==> config.mk <==
export PLATFORM = sky130hd
export DESIGN_NAME = ugcs_queue
export DESIGN_NICKNAME = d
export VERILOG_FILES = /design/src/sv/ugcs_pkg.sv /design/src/sv/ugcs_queue.sv
export SDC_FILE = /design/constraint.sdc
export NUM_CORES = 1
export LEC_CHECK = 0
export BUFFER_PORTS_ARGS = -buffer_cell sky130_fd_sc_hd__buf_2
export CORE_MARGIN = 5
export CORE_UTILIZATION = 37
export DETAILED_ROUTE_END_ITERATION = 12
export HOLD_SLACK_MARGIN = 0.12
export PLACE_DENSITY = 0.63
export SYNTH_ARGS = -nofsm -noshare
export SYNTH_HDL_FRONTEND = slang
export SYNTH_SLANG_ARGS = --single-unit
export TNS_END_PERCENT = 50
==> constraint.sdc <==
create_clock -name clk -period 10.1 [get_ports clk]
set_clock_uncertainty 0.15 [all_clocks]
set_input_delay 1.515 -clock clk [delete_from_list [all_inputs] [get_ports clk]]
set_output_delay 1.515 -clock clk [all_outputs]
set_load 0.01 [all_outputs]
==> src/sv/ugcs_pkg.sv <==
// shared types, constants and helper functions of the uniform grid cell sort block
package ugcs_pkg;

    localparam int MAX_PARTICLES = 1024;
    localparam int MAX_CELLS     = 4096;

    localparam int PID_W   = 10;
    localparam int CELL_W  = 12;
    localparam int CNT_W   = 11;
    localparam int DIM_W   = 13;
    localparam int OFF_DEPTH = MAX_CELLS + 1;
    localparam int OFF_AW  = 13;
    localparam int FIX_W   = 31;
    localparam int POS_W   = 32;
    localparam int DIV_STEPS = FIX_W;
    localparam int PROD_W  = CELL_W + DIM_W;

    localparam logic [CNT_W-1:0] MAX_PART_CNT = CNT_W'(MAX_PARTICLES);
    localparam logic [DIM_W-1:0] MAX_DIM      = DIM_W'(4096);
    localparam logic [DIM_W-1:0] MAX_NC       = DIM_W'(MAX_CELLS);

    typedef enum logic [1:0] {
        KIND_LOAD  = 2'd0,
        KIND_SORT  = 2'd1,
        KIND_READ  = 2'd2,
        KIND_QUERY = 2'd3
    } kind_t;

    localparam logic [1:0] ST_OK     = 2'd0;
    localparam logic [1:0] ST_FULL   = 2'd1;
    localparam logic [1:0] ST_NOSORT = 2'd2;

    localparam logic [2:0] REG_CELL_SIZE = 3'd0;
    localparam logic [2:0] REG_BOX_X     = 3'd1;
    localparam logic [2:0] REG_BOX_Y     = 3'd2;
    localparam logic [2:0] REG_BOX_Z     = 3'd3;
    localparam logic [2:0] REG_CELLS_X   = 3'd4;
    localparam logic [2:0] REG_CELLS_Y   = 3'd5;
    localparam logic [2:0] REG_CELLS_Z   = 3'd6;

    // effective grid setup seen by both halves
    typedef struct packed {
        logic [FIX_W-1:0]            cs;
        logic [2:0][FIX_W-1:0]       box;
        logic [2:0][DIM_W-1:0]       dim;
        logic [DIM_W-1:0]            dxy;
        logic [DIM_W-1:0]            nc;
    } cfg_t;

    // classified command handed from front to back
    typedef struct packed {
        kind_t                       kind;
        logic [PID_W-1:0]            slot;
        logic [CELL_W-1:0]           cell_idx;
        logic [2:0][CELL_W-1:0]      lo;
        logic [2:0][CELL_W-1:0]      hi;
    } qent_t;

    typedef struct packed {
        logic [PID_W-1:0]  pid;
        logic [CELL_W-1:0] cell_idx;
        logic [CNT_W-1:0]  rb;
        logic [CNT_W-1:0]  re;
        logic [1:0]        status;
        logic              last;
    } res_t;

    function automatic logic [DIM_W-1:0] dim_fix(input logic [DIM_W-1:0] d);
        logic [DIM_W-1:0] r;
        r = d;
        if (d == '0)
            r = DIM_W'(1);
        else if (d > MAX_DIM)
            r = MAX_DIM;
        return r;
    endfunction

    function automatic logic [DIM_W-1:0] sat_cells(input logic [2*DIM_W-1:0] p);
        logic [DIM_W-1:0] r;
        r = (p > {{DIM_W{1'b0}}, MAX_NC}) ? MAX_NC : p[DIM_W-1:0];
        return r;
    endfunction

    function automatic logic [CELL_W-1:0] lin_cell(input logic [CELL_W-1:0] gx,
                                                    input logic [PROD_W-1:0] py,
                                                    input logic [PROD_W-1:0] pz,
                                                    input logic [DIM_W-1:0]  nc);
        logic [PROD_W:0]    sum;
        logic [DIM_W-1:0]   ncm1;
        logic [CELL_W-1:0]  r;
        sum  = {{(PROD_W+1-CELL_W){1'b0}}, gx} + {1'b0, py} + {1'b0, pz};
        ncm1 = nc - DIM_W'(1);
        r    = (sum >= {{(PROD_W+1-DIM_W){1'b0}}, nc}) ? ncm1[CELL_W-1:0] : sum[CELL_W-1:0];
        return r;
    endfunction

endpackage

==> src/sv/ugcs_queue.sv <==
// two-entry command queue between front and back
module ugcs_queue import ugcs_pkg::*; (
    input  logic  clk,
    input  logic  rst_n,
    input  logic  push,
    input  qent_t push_data,
    output logic  full,
    input  logic  pop,
    output qent_t head,
    output logic  empty
);
    qent_t      ent_reg [2];
    logic       wr_reg;
    logic       rd_reg;
    logic [1:0] cnt_reg;

    assign full  = (cnt_reg == 2'd2);
    assign empty = (cnt_reg == 2'd0);
    assign head  = ent_reg[rd_reg];

    always_ff @(posedge clk or negedge rst_n)
    begin
        if (!rst_n)
        begin
            wr_reg  <= 1'b0;
            rd_reg  <= 1'b0;
            cnt_reg <= 2'd0;
        end
        else
        begin
            if (push)
            begin
                ent_reg[wr_reg] <= push_data;
                wr_reg          <= ~wr_reg;
            end
            if (pop)
            begin
                rd_reg <= ~rd_reg;
            end
            cnt_reg <= cnt_reg + 2'(push) - 2'(pop);
        end
    end
endmodule

=== Word level (Yosys, flattened, before mapping) ===
Memories as Yosys holds them, arrays and structs flattened.
Index checks and enable logic that the tools add are counted.

* Bits in registers: 4
* RAM bits: 192
* Memories kept: 1
* Output and inout bits: 98
* Bits of input ports: 100

* Equality and inequality tests: 1
* Bitwise operators: 2
* Reductions and logical operators: 2
* $add $sub $neg: 2
* Muxes and demuxes: 2

{| class="wikitable"
|+ Memory list
! name !! depth !! width !! rd ports !! clocked after Yosys merged registers in !! write ports !! RTL line !! text
|-
| ent_reg || 2 || 96 || 1 || 0 || 1 || ugcs_queue.sv:12 || <nowiki>qent_t ent_reg [2];</nowiki>
|}

{| class="wikitable"
|+ Operators with widths
! kind !! number
|-
| 2-bit by 1-bit adder with 2-bit output || 1
|-
| 2-bit == test, second input constant || 1
|-
| 2-bit logical NOT || 1
|-
| 1-bit 2-to-1 mux || 2
|-
| 1-bit NOT || 2
|-
| 2-bit by 1-bit subtractor with 2-bit output || 1
|-
| 1-bit logical AND || 1
|}

=== Longest topological paths before layout ===
Gate-level depths: netlist (run 1).

* Depth after elaboration: 3
* Depth in mapped cells: 5

=== Worst setup path before layout (run 1) ===
OpenSTA, ideal clock, no wires.

* Kind: input -> register
* From: input push
* To: memory ent_reg[0][0] in the netlist's numbering (enable)
* Arrival time: 3,800 ps
* Slack: 5,684 ps
* Stages: 1
* Cells stage by stage: and3b_1

* Word-level cells in the longest chain between the ends: 3

{| class="wikitable"
|+ RTL lines
! item !! RTL line !! text
|-
| start, declared || ugcs_queue.sv:5 || <nowiki>input logic push,</nowiki>
|-
| 1-bit 2-to-1 mux || ugcs_queue.sv:31 || <nowiki>if (push)</nowiki>
|-
| 1-bit logical AND (implied by the code) || ugcs_queue.sv:33 || <nowiki>ent_reg[wr_reg] <= push_data;</nowiki>
|-
| 1-bit 2-to-1 mux (implied by the code) || ugcs_queue.sv:33 ||
|-
| end, declared || ugcs_queue.sv:12 ||
|}

No other way between the ends.

==> flow_metrics.tcl, run 1 <==
set metrics [dict create \
    status "finished clean" \
    cts_buffer_depth 2 \
    place_hpwl_mm 9.27 \
    wl_mm 13.6 \
    place_congestion 0.732 \
    grt_busiest_layer "met2" \
    peakVddDrop_uv 128 \
    cts_buffers 17 \
    max_stage_delay_ns 0.86 \
    min_period_over_period 0.426 \
    powerDensity_nw_per_um2 253 \
    rows 51 \
    combPwrFrac 0.252 \
    grt_max_degree 54 \
    seq_power_share 0.461 \
    drc 0 \
    drive_above_1_share 0.614 \
    synth_cell_types 14 \
    rsz0062_at_grt "false" \
    tns_ns 0 \
    rr_startpoint "wr_reg" \
    die_area_um2 22500 \
    critPathArrivalTime_ns 2.64 \
    clkSinkCount 196 \
    intPower_uw 1670 \
    dr.first_iter.drc_count 132 \
    via_count 3598 \
    hold_buffers 0 \
    fill_cells 1738 \
    switching_share 0.272 \
    clk_latency_ns 0.42 \
    ctsHtreeMaxLevel 4 \
    die_x_um 150 \
    core_um2 19400 \
    p_leak_uw 0.00344 \
    synth.net_count 416 \
    path_cells "buf_4 -> mux2_2 -> buf_2" \
    setup_violations 0 \
    ys_top_cells_by_area "edfxtp_1 (80%), mux2_2 (10%), mux2_4 (6.2%), dfrtp_1 (1.4%), buf_6 (0.78%)" \
    cp_slowest_cell "dfrtp_4" \
    grt_antenna_before_repair 1 \
    ant_nets 0 \
    p_clk_frac 0.287 \
    portBuffers 197 \
    use_met3 0.0451 \
    grt_first_pass_wirelength_mm 20.6 \
    required_ns 8.44 \
    syn_area_um2 7240 \
    crit_type "reg -> out" \
    yosys.area.top_type "edfxtp_1" \
    endpoint_kind "output port" \
    seq_area_frac_synth 0.810 \
    placed_cell_area_um2 8510 \
    ys_seq_elements 196 \
    path_max_fanout 50 \
    grt_pass1_vias 4013 \
    dpl.cell_count 768 \
    n_antenna_cell 0 \
    syn_inst 314 \
    hold_class "reg -> reg" \
    grt_use_total 0.120 \
    wl_per_cell_um 17.0 \
    register_area_um2 5870 \
    tritoncts "yes" \
    start_util 0.373 \
    fin_nets 624 \
    met2_usage 0.204 \
    startpoint "rd_reg" \
    ctsResizeCount 0 \
    yosys_warnings 0 \
    slew_violations 0 \
    largest_register_ffs 192 \
    slew_headroom 0.455 \
    avgSynthCellArea_um2 23.1 \
    period_minus_slack_ns 4.30 \
    cts_root_buf "clkbuf_16" \
    use_met1 0.145 \
    fin_cells 799 \
    die_h_um 150 \
    layout-area-overhead-vs-synth_pct 25.5 \
    max_freq_mhz 232 \
    cts.reportedPaths.clkPinSlew_ns 0.07 \
    crit_path_start_kind "flop" \
    synth_top_cell_area_share 0.796 \
    firstDrtPassIters 4 \
    hold_violations 0 \
    post_cts_buffers 0 \
    grt-ovfl-total 0 \
    p_switching_uw 626 \
    drv_cap 0 \
    multi_input_area_um2 1290 \
    pin_count 198 \
    hold_ws_ns 0.339 \
    min_from "wr_reg" \
    worst_slew_pin_slew_ns 0.818 \
    fin_area_um2 9090 \
    viasPerCell 4.50 \
    final_core_util 0.469 \
]
==> area by class of cell <==
class,instances,share of cell area
Inverter,2,0.000826
Sequential cell,196,0.646
Clock buffer,19,0.0476
Timing Repair Buffer,200,0.111
Multi-Input combinational cell,105,0.142
Tap cell,265,0.0365
Clock inverter,12,0.0160
==> cells in the mapped netlist <==
master    count
mux2_4       30
dfrtp_1       4
and3b_1       1
buf_6         5
ha_1          2
xor2_1        2
nor2_1        1
buf_2         6
inv_1         2
edfxtp_1    192
nor2b_1       1
mux2_2       66
xor3_1        1
and3_1        1
==> worst max-delay path: cells and delay by family, from the launching register on <==
| family | cells | cell delay [ns] |
|---|---|---|
| buffers and inverters | 2 | 0.91 |
| flip-flops | 1 | 0.86 |
| multiplexers | 1 | 0.42 |
==> metrics by stage <==
stage,power [µW],worst slack (ns)
finish,2300,5.80
global route,2410,5.62
CTS,2340,5.71
detailed placement,1670,6.18
global placement,1660,6.22
floorplan,1470,5.68
==> path summary, 6_finish.rpt <==
kind                                   to  slack, ns  cells past startpoint
setup reg to reg           ent_reg[0][86]       7.62                      2
hold / removal                     wr_reg       0.34                      1
setup / recovery                  head[3]       5.80                      3
min in group asynchronous      cnt_reg[1]       0.75                      1
max in group asynchronous          rd_reg       8.90                      1
hold reg to reg                    wr_reg       0.34                      1
==> placed cells by master (no fill, tap or decap), drive strengths merged <==
cell / instances
bufinv: 2
edfxtp: 192
and3b: 1
xor2: 2
ha: 2
buf: 200
clkinv: 2
nor2b: 1
nor2: 1
dfrtp: 4
inv: 7
clkinvlp: 3
xor3: 1
mux2: 96
and3: 1
clkbuf: 19
==> cell families (layout without fill, tap and decap cells) <==
kind of cell,after synthesis,in the layout,synth area share
xor gates and xnor gates,3,3,0.00570
adders and majority gates,2,2,0.00345
buffers and inverters,13,233,0.0130
DFF,196,196,0.810
muxes,96,96,0.165
and+or+nand+nor,4,4,0.00346
==> power by group through the flow <==
stage          combinational (µW)  clock [µW]  sequential, µW
6_report                      579         660            1060
5_1_grt                       626         718            1070
4_1_cts                       594         679            1060
3_5_place_dp                  591           0            1080
3_3_place_gp                  583           0            1070
2_1_floorplan                 431           0            1040
==> routing by layer <==
metal	share of wire	up-vias
met5	0.00095	-
met4	0.011	2
met2	0.50	129
met1	0.42	1792
met3	0.073	13
li1	-	1662
No activity file was read; power rests on OpenSTA's default activity.
==> run 2, diff against run 1 <==
- ABC_AREA: default -> 1
- clock period: 10.1 -> 4 ns (I/O delays scaled with it)
==> run 2 against run 1 <==
Wire length up 1.8%. Critical path depth up 1. Critical path type unchanged. Global-route usage up 0.072 points. Final cell count up 26%. Sequential share of layout area down 0.66 points. Synthesized cell count up 68%. Cell area up 1.0%.
==> flow_metrics.tcl, run 2 <==
set metrics [dict create \
    status "finished clean" \
    final_cell_mix "buf_2 (197), edfxtp_1 (192), inv_1 (102), nand2_1 (102), o21ai_0 (88)" \
    hold_class "in -> reg" \
    use_met1 0.139 \
    grt_use_total 0.121 \
    die_x_um 151 \
    layout-area-overhead-vs-synth_pct 25.0 \
    ant_nets 0 \
    grt_pass1_vias 4213 \
    grt_busiest_layer "met2" \
    endpoint_kind "output port" \
    p_switching_uw 1790 \
    critPathArrivalTime_ns 2.03 \
    seq_area_frac_synth 0.799 \
    layout_commonest_cell "buf_2" \
    cts_root_buf "clkbuf_16" \
    die_h_um 151 \
    drc 0 \
    tritoncts "yes" \
    grt_antenna_before_repair 3 \
    slew_violations 0 \
    portBuffers 197 \
    power.total_uw 5840 \
    use_met3 0.0485 \
    syn_area_um2 7350 \
    combPwrFrac 0.253 \
    yosys_warnings 0 \
    die_area_um2 22800 \
    synth_common_cells "edfxtp_1 (192), inv_1 (102), nand2_1 (102)" \
    syn_inst 526 \
    viasPerCell 4.33 \
    crit_type "reg -> out" \
    cts_buffer_depth 2 \
    grt_max_degree 99 \
    met2_usage 0.205 \
    path_max_fanout 98 \
    cts.reportedPaths.clkPinSlew_ns 0.07 \
    wl_per_cell_um 13.8 \
    rsz0062_at_grt "false" \
    synth_top_cell_area_share 0.785 \
    clk_latency_ns 0.41 \
    dr.first_iter.drc_count 173 \
    cts_buffers 17 \
    min_period_over_period 0.695 \
    fin_nets 830 \
    pin_count 198 \
    powerDensity_nw_per_um2 636 \
    synth_edf_count 192 \
    rrSetupSlack_ns 2.30 \
    grt-ovfl-total 0 \
    worst_slew_pin_slew_ns 0.736 \
    seq_power_share 0.455 \
    fin_cells 1006 \
    crit_path_start_kind "flop" \
    startpoint "rd_reg" \
    place_hpwl_mm 9.28 \
    synth_most_common_cell "edfxtp_1" \
    hold_violations 0 \
    synth_cell_types 14 \
    rows 51 \
    period_minus_slack_ns 2.78 \
    wl_mm 13.9 \
    switching_share 0.307 \
    peakVddDrop_uv 418 \
    cp-endpoint "head[80]" \
    dpl.cell_count 973 \
    drv_cap 0 \
    required_ns 3.25 \
    grt_first_pass_wirelength_mm 20.9 \
    synth.net_count 628 \
    drive_above_1_share 0.317 \
    setup_violations 0 \
    avgSynthCellArea_um2 14.0 \
    tns_ns 0 \
    p_leak_uw 0.00386 \
    via_count 4351 \
    ctsResizeCount 0 \
    ys_seq_elements 196 \
    clkSinkCount 196 \
    p_clk_frac 0.292 \
    start_util 0.376 \
    max_freq_mhz 360 \
    fin_area_um2 9180 \
    n_antenna_cell 0 \
    r2r_cells 2 \
    place_congestion 0.727 \
    core_um2 19500 \
    rr_startpoint "wr_reg" \
    largest_register_ffs 192 \
    intPower_uw 4050 \
    slew_headroom 0.509 \
    yosys.area.top_type "edfxtp_1" \
    synthFlopType "edfxtp_1" \
    ctsHtreeMaxLevel 4 \
    async_reset_ff_frac 0.0204 \
    ys_top_cells_by_area "edfxtp_1 (78%), o21ai_0 (6.0%), inv_1 (5.2%), nand2_1 (5.2%), buf_6 (1.4%)" \
    r2r-end "ent_reg[0][76]" \
    placed_cell_area_um2 8580 \
    firstDrtPassIters 4 \
]
-- run 2: cell types whose count changed after synthesis, sizes merged --
cell,change
and3,-1
and3b,-1
buf,+8
clkbuf,+2
inv,+100
mux2,-96
nand2,+102
nand3,+1
nor2,+3
nor2b,-1
o21ai,+96
xor3,-1
-- run 2: power groups by stage --
stage / sequential [µW] / combinational (µW) / clock [µW]
floorplan: 2640 / 1010 / 0
global placement: 2700 / 1500 / 0
detailed placement: 2710 / 1520 / 0
CTS: 2660 / 1520 / 1760
global route: 2690 / 1660 / 1860
finish: 2660 / 1480 / 1710
-- run 2: worst min path at each step --
stage / from / cells past startpoint / end / slack, ns
2_1_floorplan: rst_n / 0 / cnt_reg[0] / 0.15
3_3_place_gp: rst_n / 1 / cnt_reg[0] / 0.27
3_5_place_dp: rst_n / 1 / cnt_reg[0] / 0.27
4_1_cts: push_data[33] / 1 / ent_reg[1][33] / 0.19
5_1_grt: push_data[89] / 1 / ent_reg[1][89] / 0.18
6_report: push_data[29] / 1 / ent_reg[0][29] / 0.21
-- run 2: cells by family (layout without fill, tap and decap cells) --
logic type / after synthesis / count (layout) / share of synthesized area
AND/OR/NAND/NOR: 107 / 107 / 0.0548
flip-flops: 196 / 196 / 0.799
adder cells (fa/ha/maj): 2 / 2 / 0.00341
AO/OA/AOI/OAI: 96 / 96 / 0.0654
XOR/XNOR: 2 / 2 / 0.00239
buffers and inverters: 123 / 338 / 0.0755
-- run 2: repair_timing --
item / in CTS / in global routing
endpoints found under the hold margin: 4 / 0
buffers inserted: 0 / 0
setup endpoints to repair: 0 / 0
hold buffers: 1 / 0
-- run 2: per-stage QoR --
stage	hold WS (ns)	util	setup WS, ns
finish	0.210	0.470	1.22
global placement	0.269	0.439	1.66
floorplan	0.154	-	-1.37
CTS	0.186	0.470	1.18
global route	0.179	0.470	1.05
detailed placement	0.269	0.439	1.65
-- run 2: final cells by class --
class	instances	area, µm²
flip-flops and latches	196	5870
multi-input cells	207	941
clock buffers	20	437
repair buffers	204	1070
fillers	1776	10300
well taps	265	332
inverters	102	383
clock inverters	12	155
-- run 2: per-layer routing --
layer  wire [µm]  share of wire
met5          37         0.0027
met4         209          0.015
met3        1140          0.082
met2        6860           0.50
met1        5600           0.40
-- run 2: worst max-delay path: stages, from the launching register on --
cell and delay (ns):
dfrtp_4 0.79, buf_12 0.36, nand2_1 0.08, o21ai_0 0.11, buf_2 0.18
==> run 3, diff against run 2 <==
- clock period: 4 -> 2.91 ns (I/O delays scaled with it)
==> run 3 against run 2 <==
Non-clock buffer count increased by 101. Via count is 7.1% higher. Clock power increased by 31%. Combinational power up 52%. Final cell count rose by 10%. Register-to-register slack worse by 1.1 ns. Largest cell class unchanged. Wire length up 6.7%. Sequential share of layout area shrank 6.4 points. Count of clock-buffer cells in the layout shrank 1. Highest routed layer is now met4. Core utilization grew 5.2 points.
==> flow_metrics.tcl, run 3 (synthesis gave the netlist of run 2 again) <==
set metrics [dict create \
    status "finished clean" \
    ant_nets 0 \
    grt_use_total 0.129 \
    worst_slew_pin_slew_ns 0.601 \
    placed_cell_area_um2 8640 \
    grt_antenna_before_repair 0 \
    tritoncts "yes" \
    via_count 4659 \
    period_minus_slack_ns 2.51 \
    post_cts_buffers 0 \
    path_cells "buf_12 -> nand2_1 -> o21ai_0 -> buf_2" \
    rrSetupSlack_ns 1.23 \
    start_util 0.376 \
    layout_commonest_cell "buf_2" \
    slew_violations 0 \
    min_period_over_period 0.864 \
    wl_mm 14.8 \
    grt-ovfl-total 0 \
    combPwrFrac 0.276 \
    pin_count 198 \
    drc 0 \
    final_core_util 0.522 \
    fin_cells 1108 \
    r2r_cells 3 \
    p_switching_uw 2520 \
    startpoint "rd_reg" \
    fin_nets 931 \
    die_area_um2 22800 \
    max_freq_mhz 398 \
    cts.reportedPaths.clkPinSlew_ns 0.07 \
    setup_violations 0 \
    intPower_uw 5630 \
    cp_slowest_cell "dfrtp_4" \
    fin_area_um2 10200 \
    drive_above_1_share 0.280 \
    grt_max_degree 57 \
    switching_share 0.310 \
    required_ns 2.32 \
    seq_power_share 0.449 \
    rows 51 \
    hold_class "in -> async" \
    crit_type "reg -> out" \
    cts_buffer_depth 2 \
    crit_path_start_kind "flop" \
    place_hpwl_mm 9.52 \
    rr_startpoint "wr_reg" \
    max_stage_delay_ns 0.82 \
    clkSinkCount 196 \
    rsz0062_at_grt "false" \
    layout-area-overhead-vs-synth_pct 38.9 \
    clk_latency_ns 0.41 \
    dpl.cell_count 976 \
    dr.first_iter.drc_count 209 \
    wl_per_cell_um 13.3 \
    powerDensity_nw_per_um2 800 \
    path_max_fanout 54 \
    slew_headroom 0.600 \
    viasPerCell 4.20 \
    grt_first_pass_wirelength_mm 22.6 \
    largest_register_ffs 192 \
    core_um2 19500 \
    die_x_um 151 \
    portBuffers 197 \
    place_congestion 0.744 \
    p_clk_frac 0.275 \
    critPathArrivalTime_ns 1.93 \
    ctsHtreeMaxLevel 4 \
    p_leak_uw 0.00429 \
    fin_ws_ns 0.396 \
    peakVddDrop_uv 544 \
    endpoint_kind "output port" \
    grt_pass1_vias 4603 \
    pre_cts_slack_ns 0.807 \
    cts_buffers 17 \
    die_h_um 151 \
    hold_violations 0 \
    final_cell_mix "buf_2 (197), edfxtp_1 (192), inv_1 (102), nand2_1 (102), dlygate4sd3_1 (99)" \
    firstDrtPassIters 4 \
    drv_cap 0 \
    cts_root_buf "clkbuf_16" \
]
==> run 3: changes by cell type in the layout (fill, tap and decap cells not counted), sizes merged, moves of 2 or more <==
cell | previous run | this run
dlygate4sd3 | 1 | 99
clkinv | 4 | 9
buf | 203 | 206
clkinvlp | 2 | 0
==> run 3: final cells by class <==
cell class	count	area, µm²
Antenna cell	1	2.50
Clock buffer	19	433
Clock inverter	13	133
Fill cell	1668	9330
Inverter	102	383
Multi-Input combinational cell	207	941
Sequential cell	196	5870
Tap cell	265	332
Timing Repair Buffer	305	2110
==> run 3: through the flow <==
step	hold slack, ns	power, µW	setup TNS, ns
detailed placement	0.107	5920	0
finish	0.218	8160	0
CTS	0.180	8290	0
global route	0.201	8660	0
global placement	0.110	5880	0
floorplan	-0.00909	5000	-131.29
==> run 3: final timing paths <==
path                                   to
max in group asynchronous          rd_reg
min reg2reg                        wr_reg
min in group clk                   wr_reg
min                                rd_reg
max reg2reg                ent_reg[1][62]
max                              head[47]
==> run 3: worst max-delay path, delay by kind of cell (launching register included) <==
family / cells / cell delay, ns
and+or+nand+nor: 1 / 0.07
DFF: 1 / 0.82
buffers and inverters: 2 / 0.48
AOI/OAI and AO/OA: 1 / 0.13
==> run 3: power by group through the flow <==
| stage | Clock (µW) | Sequential (µW) | Combinational [µW] |
|---|---|---|---|
| 6_report | 2240 | 3660 | 2250 |
| 5_1_grt | 2450 | 3700 | 2510 |
| 4_1_cts | 2320 | 3660 | 2300 |
| 3_5_place_dp | 0 | 3720 | 2190 |
| 3_3_place_gp | 0 | 3720 | 2160 |
| 2_1_floorplan | 0 | 3610 | 1390 |
==> run 3: what timing repair did <==
action                                 in CTS  in global routing
endpoints found under the hold margin     198                  0
resized for setup                           0                  0
hold buffers                               99                  0
==> run 3: per-layer routing <==
metal	vias up	routed length (µm)	global-route usage
met5	-	0	0
met2	142	7440	0.226
met4	0	142	0.0394
met3	8	1040	0.0422
met1	2135	6170	0.151
li1	2374	-	-
