### config.mk
export PLATFORM = sky130hd
export DESIGN_NAME = ugcs_front_flat
export DESIGN_NICKNAME = d
export VERILOG_FILES = /design/src/sv/ugcs_pkg.sv /design/src/sv/ugcs_if.sv /design/src/sv/ugcs_front.sv /design/src/flat_wrapper.sv
export SDC_FILE = /design/constraint.sdc
export NUM_CORES = 2
export LEC_CHECK = 0
export BUFFER_PORTS_ARGS = -buffer_cell sky130_fd_sc_hd__buf_2
export CORE_ASPECT_RATIO = 2
export CORE_MARGIN = 1.5
export CORE_UTILIZATION = 40
export CTS_CLUSTER_DIAMETER = 80
export CTS_CLUSTER_SIZE = 16
export DETAILED_ROUTE_END_ITERATION = 8
export REMOVE_ABC_BUFFERS = 1
export SYNTH_ARGS = -nofsm -noshare
export SYNTH_HDL_FRONTEND = slang
export SYNTH_SLANG_ARGS = --single-unit
### constraint.sdc
create_clock -name clk -period 9.7 [get_ports clk]
set_input_delay 0.485 -clock clk [delete_from_list [all_inputs] [get_ports clk]]
set_output_delay 0.485 -clock clk [all_outputs]
set_load 0.005 [all_outputs]
### src/sv/ugcs_pkg.sv
// shared types, constants and helper functions of the uniform grid cell sort block
package ugcs_pkg;

    localparam int MAX_PARTICLES = 1024;
    localparam int MAX_CELLS     = 4096;

    localparam int PID_W   = 10;
    localparam int CELL_W  = 12;
    localparam int CNT_W   = 11;
    localparam int DIM_W   = 13;
    localparam int OFF_DEPTH = MAX_CELLS + 1;
    localparam int OFF_AW  = 13;
    localparam int FIX_W   = 31;
    localparam int POS_W   = 32;
    localparam int DIV_STEPS = FIX_W;
    localparam int PROD_W  = CELL_W + DIM_W;

    localparam logic [CNT_W-1:0] MAX_PART_CNT = CNT_W'(MAX_PARTICLES);
    localparam logic [DIM_W-1:0] MAX_DIM      = DIM_W'(4096);
    localparam logic [DIM_W-1:0] MAX_NC       = DIM_W'(MAX_CELLS);

    typedef enum logic [1:0] {
        KIND_LOAD  = 2'd0,
        KIND_SORT  = 2'd1,
        KIND_READ  = 2'd2,
        KIND_QUERY = 2'd3
    } kind_t;

    localparam logic [1:0] ST_OK     = 2'd0;
    localparam logic [1:0] ST_FULL   = 2'd1;
    localparam logic [1:0] ST_NOSORT = 2'd2;

    localparam logic [2:0] REG_CELL_SIZE = 3'd0;
    localparam logic [2:0] REG_BOX_X     = 3'd1;
    localparam logic [2:0] REG_BOX_Y     = 3'd2;
    localparam logic [2:0] REG_BOX_Z     = 3'd3;
    localparam logic [2:0] REG_CELLS_X   = 3'd4;
    localparam logic [2:0] REG_CELLS_Y   = 3'd5;
    localparam logic [2:0] REG_CELLS_Z   = 3'd6;

    // effective grid setup seen by both halves
    typedef struct packed {
        logic [FIX_W-1:0]            cs;
        logic [2:0][FIX_W-1:0]       box;
        logic [2:0][DIM_W-1:0]       dim;
        logic [DIM_W-1:0]            dxy;
        logic [DIM_W-1:0]            nc;
    } cfg_t;

    // classified command handed from front to back
    typedef struct packed {
        kind_t                       kind;
        logic [PID_W-1:0]            slot;
        logic [CELL_W-1:0]           cell_idx;
        logic [2:0][CELL_W-1:0]      lo;
        logic [2:0][CELL_W-1:0]      hi;
    } qent_t;

    typedef struct packed {
        logic [PID_W-1:0]  pid;
        logic [CELL_W-1:0] cell_idx;
        logic [CNT_W-1:0]  rb;
        logic [CNT_W-1:0]  re;
        logic [1:0]        status;
        logic              last;
    } res_t;

    function automatic logic [DIM_W-1:0] dim_fix(input logic [DIM_W-1:0] d);
        logic [DIM_W-1:0] r;
        r = d;
        if (d == '0)
            r = DIM_W'(1);
        else if (d > MAX_DIM)
            r = MAX_DIM;
        return r;
    endfunction

    function automatic logic [DIM_W-1:0] sat_cells(input logic [2*DIM_W-1:0] p);
        logic [DIM_W-1:0] r;
        r = (p > {{DIM_W{1'b0}}, MAX_NC}) ? MAX_NC : p[DIM_W-1:0];
        return r;
    endfunction

    function automatic logic [CELL_W-1:0] lin_cell(input logic [CELL_W-1:0] gx,
                                                    input logic [PROD_W-1:0] py,
                                                    input logic [PROD_W-1:0] pz,
                                                    input logic [DIM_W-1:0]  nc);
        logic [PROD_W:0]    sum;
        logic [DIM_W-1:0]   ncm1;
        logic [CELL_W-1:0]  r;
        sum  = {{(PROD_W+1-CELL_W){1'b0}}, gx} + {1'b0, py} + {1'b0, pz};
        ncm1 = nc - DIM_W'(1);
        r    = (sum >= {{(PROD_W+1-DIM_W){1'b0}}, nc}) ? ncm1[CELL_W-1:0] : sum[CELL_W-1:0];
        return r;
    endfunction

endpackage

### src/sv/ugcs_if.sv
// channel interfaces: item input, result output, register write
interface ugcs_in_if import ugcs_pkg::*; ();
    logic                    valid;
    logic                    ready;
    logic [1:0]              kind;
    logic signed [POS_W-1:0] pos_x;
    logic signed [POS_W-1:0] pos_y;
    logic signed [POS_W-1:0] pos_z;
    logic [PID_W-1:0]        slot;

    modport source (output valid, kind, pos_x, pos_y, pos_z, slot, input ready);
    modport sink   (input valid, kind, pos_x, pos_y, pos_z, slot, output ready);
endinterface


### src/sv/ugcs_front.sv
// front end: takes items, divides positions into grid coordinates, queues commands
module ugcs_front import ugcs_pkg::*; (
    input  logic  clk,
    input  logic  rst_n,
    ugcs_in_if.sink item_in,
    input  cfg_t  cfg,
    input  logic  settled,
    output logic  push,
    output qent_t push_data,
    input  logic  full
);
    typedef enum logic [2:0] {
        F_IDLE,
        F_LOAD_DIV,
        F_DIV,
        F_SAT,
        F_MUL,
        F_SUM,
        F_PUSH
    } fstate_t;

    fstate_t                  state_reg;
    logic signed [POS_W-1:0]  pos_reg [3];
    logic [FIX_W-1:0]         dvd_reg [3];
    logic [FIX_W-1:0]         rem_reg [3];
    logic [4:0]               cnt_reg;
    logic                     pass_reg;
    qent_t                    ent_reg;
    logic [CELL_W-1:0]        g_reg [3];
    logic [PROD_W-1:0]        py_reg;
    logic [PROD_W-1:0]        pz_reg;

    logic [FIX_W:0]           trial [3];
    logic                     ge [3];
    logic [FIX_W:0]           rem_nx [3];
    logic signed [POS_W+1:0]  v [3];
    logic [FIX_W-1:0]         clamp_v [3];
    logic [DIM_W-1:0]         dm1 [3];
    logic [CELL_W-1:0]        gsat [3];
    logic signed [POS_W+1:0]  delta;

    assign item_in.ready = (state_reg == F_IDLE) && settled;
    assign push          = (state_reg == F_PUSH) && !full;
    assign push_data     = ent_reg;

    always_comb
    begin
        if (pass_reg)
            delta = $signed({3'b000, cfg.cs});
        else if (ent_reg.kind == KIND_QUERY)
            delta = -$signed({3'b000, cfg.cs});
        else
            delta = '0;
        for (int a = 0; a < 3; a++)
        begin
            trial[a]  = {rem_reg[a], dvd_reg[a][FIX_W-1]};
            ge[a]     = trial[a] >= {1'b0, cfg.cs};
            rem_nx[a] = ge[a] ? (trial[a] - {1'b0, cfg.cs}) : trial[a];
            v[a]      = $signed({{2{pos_reg[a][POS_W-1]}}, pos_reg[a]}) + delta;
            if (v[a][POS_W+1])
                clamp_v[a] = '0;
            else if (v[a] > $signed({3'b000, cfg.box[a]}))
                clamp_v[a] = cfg.box[a];
            else
                clamp_v[a] = v[a][FIX_W-1:0];
            dm1[a]  = cfg.dim[a] - DIM_W'(1);
            gsat[a] = (dvd_reg[a] > {{(FIX_W-DIM_W){1'b0}}, dm1[a]})
                      ? dm1[a][CELL_W-1:0] : dvd_reg[a][CELL_W-1:0];
        end
    end

    always_ff @(posedge clk or negedge rst_n)
    begin
        if (!rst_n)
        begin
            state_reg <= F_IDLE;
            cnt_reg   <= '0;
            pass_reg  <= 1'b0;
            ent_reg   <= '0;
            py_reg    <= '0;
            pz_reg    <= '0;
            for (int a = 0; a < 3; a++)
            begin
                pos_reg[a] <= '0;
                dvd_reg[a] <= '0;
                rem_reg[a] <= '0;
                g_reg[a]   <= '0;
            end
        end
        else
        begin
            unique case (state_reg)
                F_IDLE:
                begin
                    if (item_in.valid && item_in.ready)
                    begin
                        ent_reg      <= '{kind: kind_t'(item_in.kind), slot: item_in.slot,
                                          cell_idx: '0, lo: '0, hi: '0};
                        pos_reg[0]   <= item_in.pos_x;
                        pos_reg[1]   <= item_in.pos_y;
                        pos_reg[2]   <= item_in.pos_z;
                        pass_reg     <= 1'b0;
                        if (kind_t'(item_in.kind) == KIND_LOAD ||
                            kind_t'(item_in.kind) == KIND_QUERY)
                            state_reg <= F_LOAD_DIV;
                        else
                            state_reg <= F_PUSH;
                    end
                end
                F_LOAD_DIV:
                begin
                    for (int a = 0; a < 3; a++)
                    begin
                        dvd_reg[a] <= clamp_v[a];
                        rem_reg[a] <= '0;
                    end
                    cnt_reg   <= '0;
                    state_reg <= F_DIV;
                end
                F_DIV:
                begin
                    // one restoring quotient bit per lane per cycle
                    for (int a = 0; a < 3; a++)
                    begin
                        rem_reg[a] <= rem_nx[a][FIX_W-1:0];
                        dvd_reg[a] <= {dvd_reg[a][FIX_W-2:0], ge[a]};
                    end
                    cnt_reg <= cnt_reg + 5'd1;
                    if (cnt_reg == 5'(DIV_STEPS - 1))
                        state_reg <= F_SAT;
                end
                F_SAT:
                begin
                    if (ent_reg.kind == KIND_LOAD)
                    begin
                        for (int a = 0; a < 3; a++)
                            g_reg[a] <= gsat[a];
                        state_reg <= F_MUL;
                    end
                    else if (!pass_reg)
                    begin
                        for (int a = 0; a < 3; a++)
                            ent_reg.lo[a] <= gsat[a];
                        pass_reg  <= 1'b1;
                        state_reg <= F_LOAD_DIV;
                    end
                    else
                    begin
                        for (int a = 0; a < 3; a++)
                            ent_reg.hi[a] <= gsat[a];
                        state_reg <= F_PUSH;
                    end
                end
                F_MUL:
                begin
                    py_reg    <= g_reg[1] * cfg.dim[0];
                    pz_reg    <= g_reg[2] * cfg.dxy;
                    state_reg <= F_SUM;
                end
                F_SUM:
                begin
                    ent_reg.cell_idx <= lin_cell(g_reg[0], py_reg, pz_reg, cfg.nc);
                    state_reg        <= F_PUSH;
                end
                F_PUSH:
                begin
                    if (!full)
                        state_reg <= F_IDLE;
                end
                default:
                begin
                    state_reg <= F_IDLE;
                end
            endcase
        end
    end
endmodule

### src/flat_wrapper.sv
// flat-port wrapper written by rule: the top's interface ports become plain ports
module ugcs_front_flat import ugcs_pkg::*;
  (clk, rst_n, cfg, settled, push, push_data, full, item_in_valid, item_in_kind, item_in_pos_x, item_in_pos_y, item_in_pos_z, item_in_slot, item_in_ready);
  ugcs_in_if item_in_i ();
  input  logic clk;
  input  logic rst_n;
  input  cfg_t cfg;
  input  logic settled;
  output logic push;
  output qent_t push_data;
  input  logic full;
  input wire logic [$bits(item_in_i.valid)-1:0] item_in_valid;
  input wire logic [$bits(item_in_i.kind)-1:0] item_in_kind;
  input wire logic [$bits(item_in_i.pos_x)-1:0] item_in_pos_x;
  input wire logic [$bits(item_in_i.pos_y)-1:0] item_in_pos_y;
  input wire logic [$bits(item_in_i.pos_z)-1:0] item_in_pos_z;
  input wire logic [$bits(item_in_i.slot)-1:0] item_in_slot;
  output wire logic [$bits(item_in_i.ready)-1:0] item_in_ready;
  assign item_in_i.valid = item_in_valid;
  assign item_in_i.kind = item_in_kind;
  assign item_in_i.pos_x = item_in_pos_x;
  assign item_in_i.pos_y = item_in_pos_y;
  assign item_in_i.pos_z = item_in_pos_z;
  assign item_in_i.slot = item_in_slot;
  assign item_in_ready = item_in_i.ready;
  ugcs_front u_core (.clk(clk), .rst_n(rst_n), .item_in(item_in_i), .cfg(cfg), .settled(settled), .push(push), .push_data(push_data), .full(full));
endmodule
## After elaboration in Yosys (flattened, before gate mapping)

Cells that the tools add are included.

| storage, ports and cells | value |
|---|---|
| output and inout port bits | 98 |
| RAM bits | 0 |
| memory bits (read-only) | 0 |
| bits of input ports | 302 |
| bits in registers | 473 |
| memories kept | 0 |
| bits in latches | 0 |

| operators by class | value |
|---|---|
| shift-type cells | 0 |
| muxes and demuxes | 34 |
| multipliers | 2 |
| order comparisons | 10 |
| bitwise gates (word level) | 0 |
| $add $sub $neg | 14 |
| reductions and logical operators | 18 |
| div/mod/pow operators | 0 |
| equality and inequality tests | 15 |

Operator list:

| kind | count |
|---|---|
| case mux 93 bit (2 select lines) | 2 |
| 2-to-1 mux 31 bit | 9 |
| case mux 72 bit (2 select lines) | 1 |
| adder 32 x 34 -> 34 bit | 3 |
| greater-than comparator 34 x 32 -> 1 bit | 3 |
| >= comparator 32 x 31 -> 1 bit | 3 |
| greater-than comparator 31 x 13 -> 1 bit | 3 |
| subtractor 31 bit | 3 |
| 2-to-1 mux 84 bit | 1 |
| 2-to-1 mux 36 bit | 2 |
| 2-to-1 mux 72 bit | 1 |
| 2-to-1 mux 34 bit | 2 |
| multiplier 12 x 13 -> 25 bit | 2 |
| 2-to-1 mux 12 bit | 4 |
| subtractor 13 x 1 -> 13 bit (second input constant) | 3 |
| negator 31 -> 34 bit | 1 |
| adder 12 x 25 -> 26 bit | 1 |
| adder 26 x 25 -> 26 bit | 1 |
| >= comparator 26 x 13 -> 1 bit | 1 |
| case mux 12 bit (2 select lines) | 1 |
| case mux 3 bit (7 select lines) | 1 |
| 2-to-1 mux 3 bit | 6 |
| subtractor 12 x 1 -> 12 bit (second input constant) | 1 |
| case mux 5 bit (2 select lines) | 1 |
| 19 further kinds | 37 |

## Longest topological paths before layout

| logic depth | value |
|---|---|
| depth in word-level cells | 8 |
| gate-level depth with buffers | 30 |
| mapped depth without buffers | 28 |

## Worst setup path after synthesis

Ideal clock, no wire load.

| timing | value |
|---|---|
| path type | input-to-reg |
| start point | in cfg[164] (netlist name) |
| end point | reg u_core.dvd_reg[33] (netlist name) |
| path buffers | 2 |
| library setup time | 139 ps |
| path slack | 3238 ps |
| arrival time | 6323 ps |
| stages | 28 |
| path through | or4_4 nor4b_1 nand2_1 nor3_1 a21oi_1 xnor2_1 nor2_1 ha_1 a21o_1 a211oi_1 o21ai_0 a2111oi_1 nor2_1 a31oi_1 xnor2_1 ha_1 nand4_1 nor4_1 nor2b_1 a2111oi_0 o21ai_0 a221o_1 o21ai_0 o211a_1 buf_2 buf_4 mux2i_1 o221ai_1 |

| on the way | value |
|---|---|
| word-level cells in the longest chain between the ends | 8 |

RTL lines:

| item | RTL line | RTL |
|---|---|---|
| from (decl) | flat_wrapper.sv:7 | `input cfg_t cfg;` |
| negator 31 -> 34 bit | ugcs_front.sv:51 | `delta = -$signed({3'b000, cfg.cs});` |
| 2-to-1 mux 34 bit | ugcs_front.sv:50 | `else if (ent_reg.kind == KIND_QUERY)` |
| 2-to-1 mux 34 bit * | ugcs_front.sv:48 | `if (pass_reg)` |
| adder 32 x 34 -> 34 bit * | ugcs_front.sv:59 | `v[a] = $signed({{2{pos_reg[a][POS_W-1]}}, pos_reg[a]}) + delta;` |
| greater-than comparator 34 x 32 -> 1 bit | ugcs_front.sv:62 | `else if (v[a] > $signed({3'b000, cfg.box[a]}))` |
| 2-to-1 mux 31 bit | ugcs_front.sv:62 |  |
| 2-to-1 mux 31 bit * | ugcs_front.sv:60 | `if (v[a][POS_W+1])` |
| case mux 93 bit (2 select lines) * | ugcs_front.sv:92 | `unique case (state_reg)` |
| to (signal, indexed assignment) | ugcs_front.sv:114 | `dvd_reg[a] <= clamp_v[a];` |
| to (signal, indexed assignment) | ugcs_front.sv:126 | `dvd_reg[a] <= {dvd_reg[a][FIX_W-2:0], ge[a]};` |
| to (decl) | ugcs_front.sv:24 | `logic [FIX_W-1:0] dvd_reg [3];` |

Mark *: on every way between the ends. The rest lies on a longest branch, timed or not.
A chain may end at the register's enable or synchronous reset.

## Worst setup path in the final report

| timing | value |
|---|---|
| start point | in cfg[159] (netlist name) |
| end point | reg u_core.dvd_reg[58] (netlist name) |

Same word-level chain as after synthesis.

==> flow_summary_export.csv <==
group,metric,value,unit
status,outcome,"completed",
grt,grt_first_pass_wirelength,250000,um
run,max_cap_violations,0,
floorplanning,fp.dieH,485,um
floorplanning,dieWidth,244,um
cts,cts-buffers-inserted,37,
logic_synthesis,synth_seq_area_share,25.4,%
logic_synthesis,postSynthRegisterBits,473,
logic_synthesis,synthFlopType,"sky130_fd_sc_hd__dfrtp_1",
setup_path,critPathCaptureType,"flip-flop",
floorplanning,dieArea,118000,um^2
floorplanning,initial_utilization,40.4,%
grt,first_global_vias,42000,
setup_path,critPathBufInv,4,
logic_synthesis,synth-warning-count,0,
logic_synthesis,postSynth.asyncResetShare,100,%
grt,global_route.overflow_total,0,
placed_design,io_buffer_count,399,
route,drt-initial-drc-count,2048,
route,firstDrtPassIters,5,
cts,worst_skew_pair.late_latency,0.63,ns
floorplanning,core_region_area,115000,um^2
timing,max_slew.worst_pin.slew,1.27,ns
cells_and_area,fill_cells,11400,
min_path,worst_hold_startpoint,"item_in_pos_z[30]",
route,detail_route.vias_per_cell,5.69,
logic_synthesis,syn-instance-count,5268,
cells_and_area,regArea,11800,um^2
route,detailroute.via_count,40300,
cells_and_area,layout.cells.most_common,"sky130_fd_sc_hd__nand2_1",
grt,groute.usage.overall,28.0,%
cells_and_area,multi_input_area,32000,um^2
cts,htreeDepth,2,
setup_path,worst_ep_arrival_time,8.58,ns
timing,hold_violations,0,
setup_path,timing.setup.critical_path_class,"input port to flip-flop",
route,post-route-drc-count,0,
grt,largest_net_degree_at_the_start_of_global_routing,98,
logic_synthesis,post_synth_main_area_contributors,"sky130_fd_sc_hd__dfrtp_1 25%, sky130_fd_sc_hd__ha_1 14%, sky130_fd_sc_hd__fa_1 10%",
floorplanning,rows,176,
timing,finClkSkew,0.0415,ns
floorplanning,boundaryPins,400,
timing,min_period_over_period,83.7,%
timing,report.final.slew_viol_count,0,
route,detail_route.wirelength,167000,um
cts,cts-root-buf,"sky130_fd_sc_hd__clkbuf_16",
min_path,timing.hold.worst_path_depth,2,
cells_and_area,most-common-layout-cells,"576 x sky130_fd_sc_hd__nand2_1, 522 x sky130_fd_sc_hd__ha_1, 510 x sky130_fd_sc_hd__inv_1",
timing,fin_setup_tns,0,ns
route,wl_per_cell,23.5,um
setup_path,path_max_fanout,17,
logic_synthesis,yosys.area.top_type_share,25.4,%
timing,timing.fmax,123,MHz
setup_path,crit-reg2reg-capture,"u_core.dvd_reg[58]$_DFFE_PN0P_",
cts,clk_path_buf_depth,3,
logic_synthesis,syn_area_per_cell,8.83,um^2
logic_synthesis,netlist-cell-type-count,86,
grt,antenna_violations_before_repair,79,
logic_synthesis,syn_area,46500,um^2
setup_path,worst_ep_required_time,10.16,ns
setup_path,critPathLaunchType,"input port",
timing,rsz0062_at_grt,"false",
timing,period_needed,8.12,ns
cts,clk_pin_slew,0.08,ns
setup_path,worstReg2RegStart,"u_core.pass_reg$_DFFE_PN0P_",
timing,finalSetupViolations,0,
cts,numClockSinks,473,
placed_design,place_hpwl,137000,um
setup_path,critical_path_s_largest_stage_delay,0.58,ns
cells_and_area,area_grow_syn2layout,9.98,%
timing,max_slew_margin,14.2,%
placed_design,place.gp.congestion,0.978,
min_path,hold_end,"u_core.pos_reg[30]$_DFFE_PN0P_",
setup_path,critical-path-top-delay-family,"compound AO/OA/AOI/OAI gates",
logic_synthesis,yosys.area.top_type,"sky130_fd_sc_hd__dfrtp_1",
cells_and_area,fraction_of_final_layout_cells_sized_beyond_drive_strength_1,12.6,%
setup_path,cpMaxStageDelayCell,"sky130_fd_sc_hd__nor4b_1",
cts,post_cts_resize_count,0,
setup_path,critical_path.startpoint,"cfg[159]",
cts,cts_tree,"built",
min_path,hold_crit_path_type,"input port to flip-flop",
setup_path,setup_slack_on_the_worst_flop_to_flop_path,2.06,ns
cells_and_area,finish.net_count,6591,
setup_path,timing.reg2reg.worst_path_depth,24,
logic_synthesis,synth_edf_count,0,
route,final_antenna_net_count,0,
[timing repair]
item                                   CTS  global route
buffers inserted                         0             0
hold buffers                             1             0
endpoints found under the hold margin   93             0
[stage by stage]
stage,util [%],cell area [um^2],std cells,worst slack [ns],hold WS [ns]
after global placement,43.4,50000,7001,1.09,0.454
after detailed placement,43.4,50000,7001,1.11,0.460
after floorplan,-,45600,5047,1.54,0.189
after global routing,44.3,51100,7053,1.21,0.0602
after CTS,44.3,51100,7049,1.71,0.0345
final,44.4,51200,7091,1.58,0.0787
[layer usage]
layer | vias to the layer above | part of all wire (%) | global-route usage, %
li1 | 19000 | - | -
met1 | 19700 | 34 | 27.9
met2 | 1112 | 52 | 52.1
met3 | 464 | 5.8 | 4.77
met4 | 48 | 8.0 | 19.4
met5 | - | 0.18 | 0
[cell type report]
| class | count | share of cell area, % |
|---|---|---|
| Clock buffer | 40 | 1.93 |
| Multi-Input combinational cell | 4064 | 62.6 |
| Timing Repair Buffer | 442 | 4.56 |
| Sequential cell | 473 | 23.1 |
| Tap cell | 1513 | 3.70 |
| Inverter | 510 | 3.74 |
| Clock inverter | 7 | 0.156 |
| Antenna cell | 42 | 0.205 |
[how the worst max path moves through the flow]
stage                                          end  slack (ns)  cells past startpoint
floorplan           u_core.dvd_reg[62]$_DFFE_PN0P_        1.54                     24
global placement    u_core.dvd_reg[56]$_DFFE_PN0P_        1.09                     31
detailed placement  u_core.dvd_reg[52]$_DFFE_PN0P_        1.11                     31
CTS                 u_core.dvd_reg[58]$_DFFE_PN0P_        1.71                     31
global route        u_core.dvd_reg[53]$_DFFE_PN0P_        1.21                     31
finish              u_core.dvd_reg[58]$_DFFE_PN0P_        1.58                     31
[cell families after synthesis]
group / count (synthesis) / share of synthesized area (%)
and+or+nand+nor: 1434 / 14.4
AOI/OAI and AO/OA: 1282 / 17.5
adders and majority gates: 761 / 24.3
buffers and inverters: 731 / 6.00
DFF: 473 / 25.4
muxes: 314 / 7.17
xor gates and xnor gates: 273 / 5.14
[synth_stat cells, types with 26 or more instances]
library cell	instances
sky130_fd_sc_hd__a211oi_1	26
sky130_fd_sc_hd__a21o_1	145
sky130_fd_sc_hd__a21oi_1	334
sky130_fd_sc_hd__a31oi_1	42
sky130_fd_sc_hd__and2_1	105
sky130_fd_sc_hd__and3_1	33
sky130_fd_sc_hd__clkbuf_1	192
sky130_fd_sc_hd__dfrtp_1	473
sky130_fd_sc_hd__fa_1	239
sky130_fd_sc_hd__ha_1	522
sky130_fd_sc_hd__inv_1	510
sky130_fd_sc_hd__mux2_2	155
sky130_fd_sc_hd__mux2i_1	159
sky130_fd_sc_hd__nand2_1	580
sky130_fd_sc_hd__nand2b_1	49
sky130_fd_sc_hd__nand3_1	98
sky130_fd_sc_hd__nand4_1	57
sky130_fd_sc_hd__nor2_1	280
sky130_fd_sc_hd__nor2b_1	44
sky130_fd_sc_hd__nor3_1	89
sky130_fd_sc_hd__o21a_1	33
sky130_fd_sc_hd__o21ai_0	321
sky130_fd_sc_hd__o21bai_1	32
sky130_fd_sc_hd__o221ai_1	38
sky130_fd_sc_hd__o22ai_1	60
sky130_fd_sc_hd__o31ai_1	66
sky130_fd_sc_hd__xnor2_1	179
sky130_fd_sc_hd__xor2_1	94
[worst register-to-register path: stages, from the launching register on]
cell and delay (ns):
sky130_fd_sc_hd__dfrtp_1 0.56, sky130_fd_sc_hd__or3_1 0.42, sky130_fd_sc_hd__a21oi_1 0.58, sky130_fd_sc_hd__ha_1 0.41
sky130_fd_sc_hd__o21ai_0 0.25, sky130_fd_sc_hd__o211ai_1 0.14, sky130_fd_sc_hd__and3_1 0.21, sky130_fd_sc_hd__a41o_1 0.32
sky130_fd_sc_hd__o311ai_0 0.59, sky130_fd_sc_hd__a21oi_1 0.19, sky130_fd_sc_hd__o21ai_0 0.25, sky130_fd_sc_hd__nand2b_1 0.16
sky130_fd_sc_hd__a311oi_1 0.44, sky130_fd_sc_hd__ha_1 0.32, sky130_fd_sc_hd__nand3_1 0.11, sky130_fd_sc_hd__nor4_1 0.07
sky130_fd_sc_hd__nor2b_1 0.13, sky130_fd_sc_hd__a2111oi_0 0.38, sky130_fd_sc_hd__o21ai_0 0.16, sky130_fd_sc_hd__a221o_1 0.36
sky130_fd_sc_hd__o21ai_0 0.10, sky130_fd_sc_hd__o211a_2 0.57, sky130_fd_sc_hd__buf_4 0.43, sky130_fd_sc_hd__mux2i_1 0.25
sky130_fd_sc_hd__o22ai_1 0.10
Power is left out: the tool's default activity adds up to more than one toggle a clock period on the data nets, which glitch-free logic cannot reach.
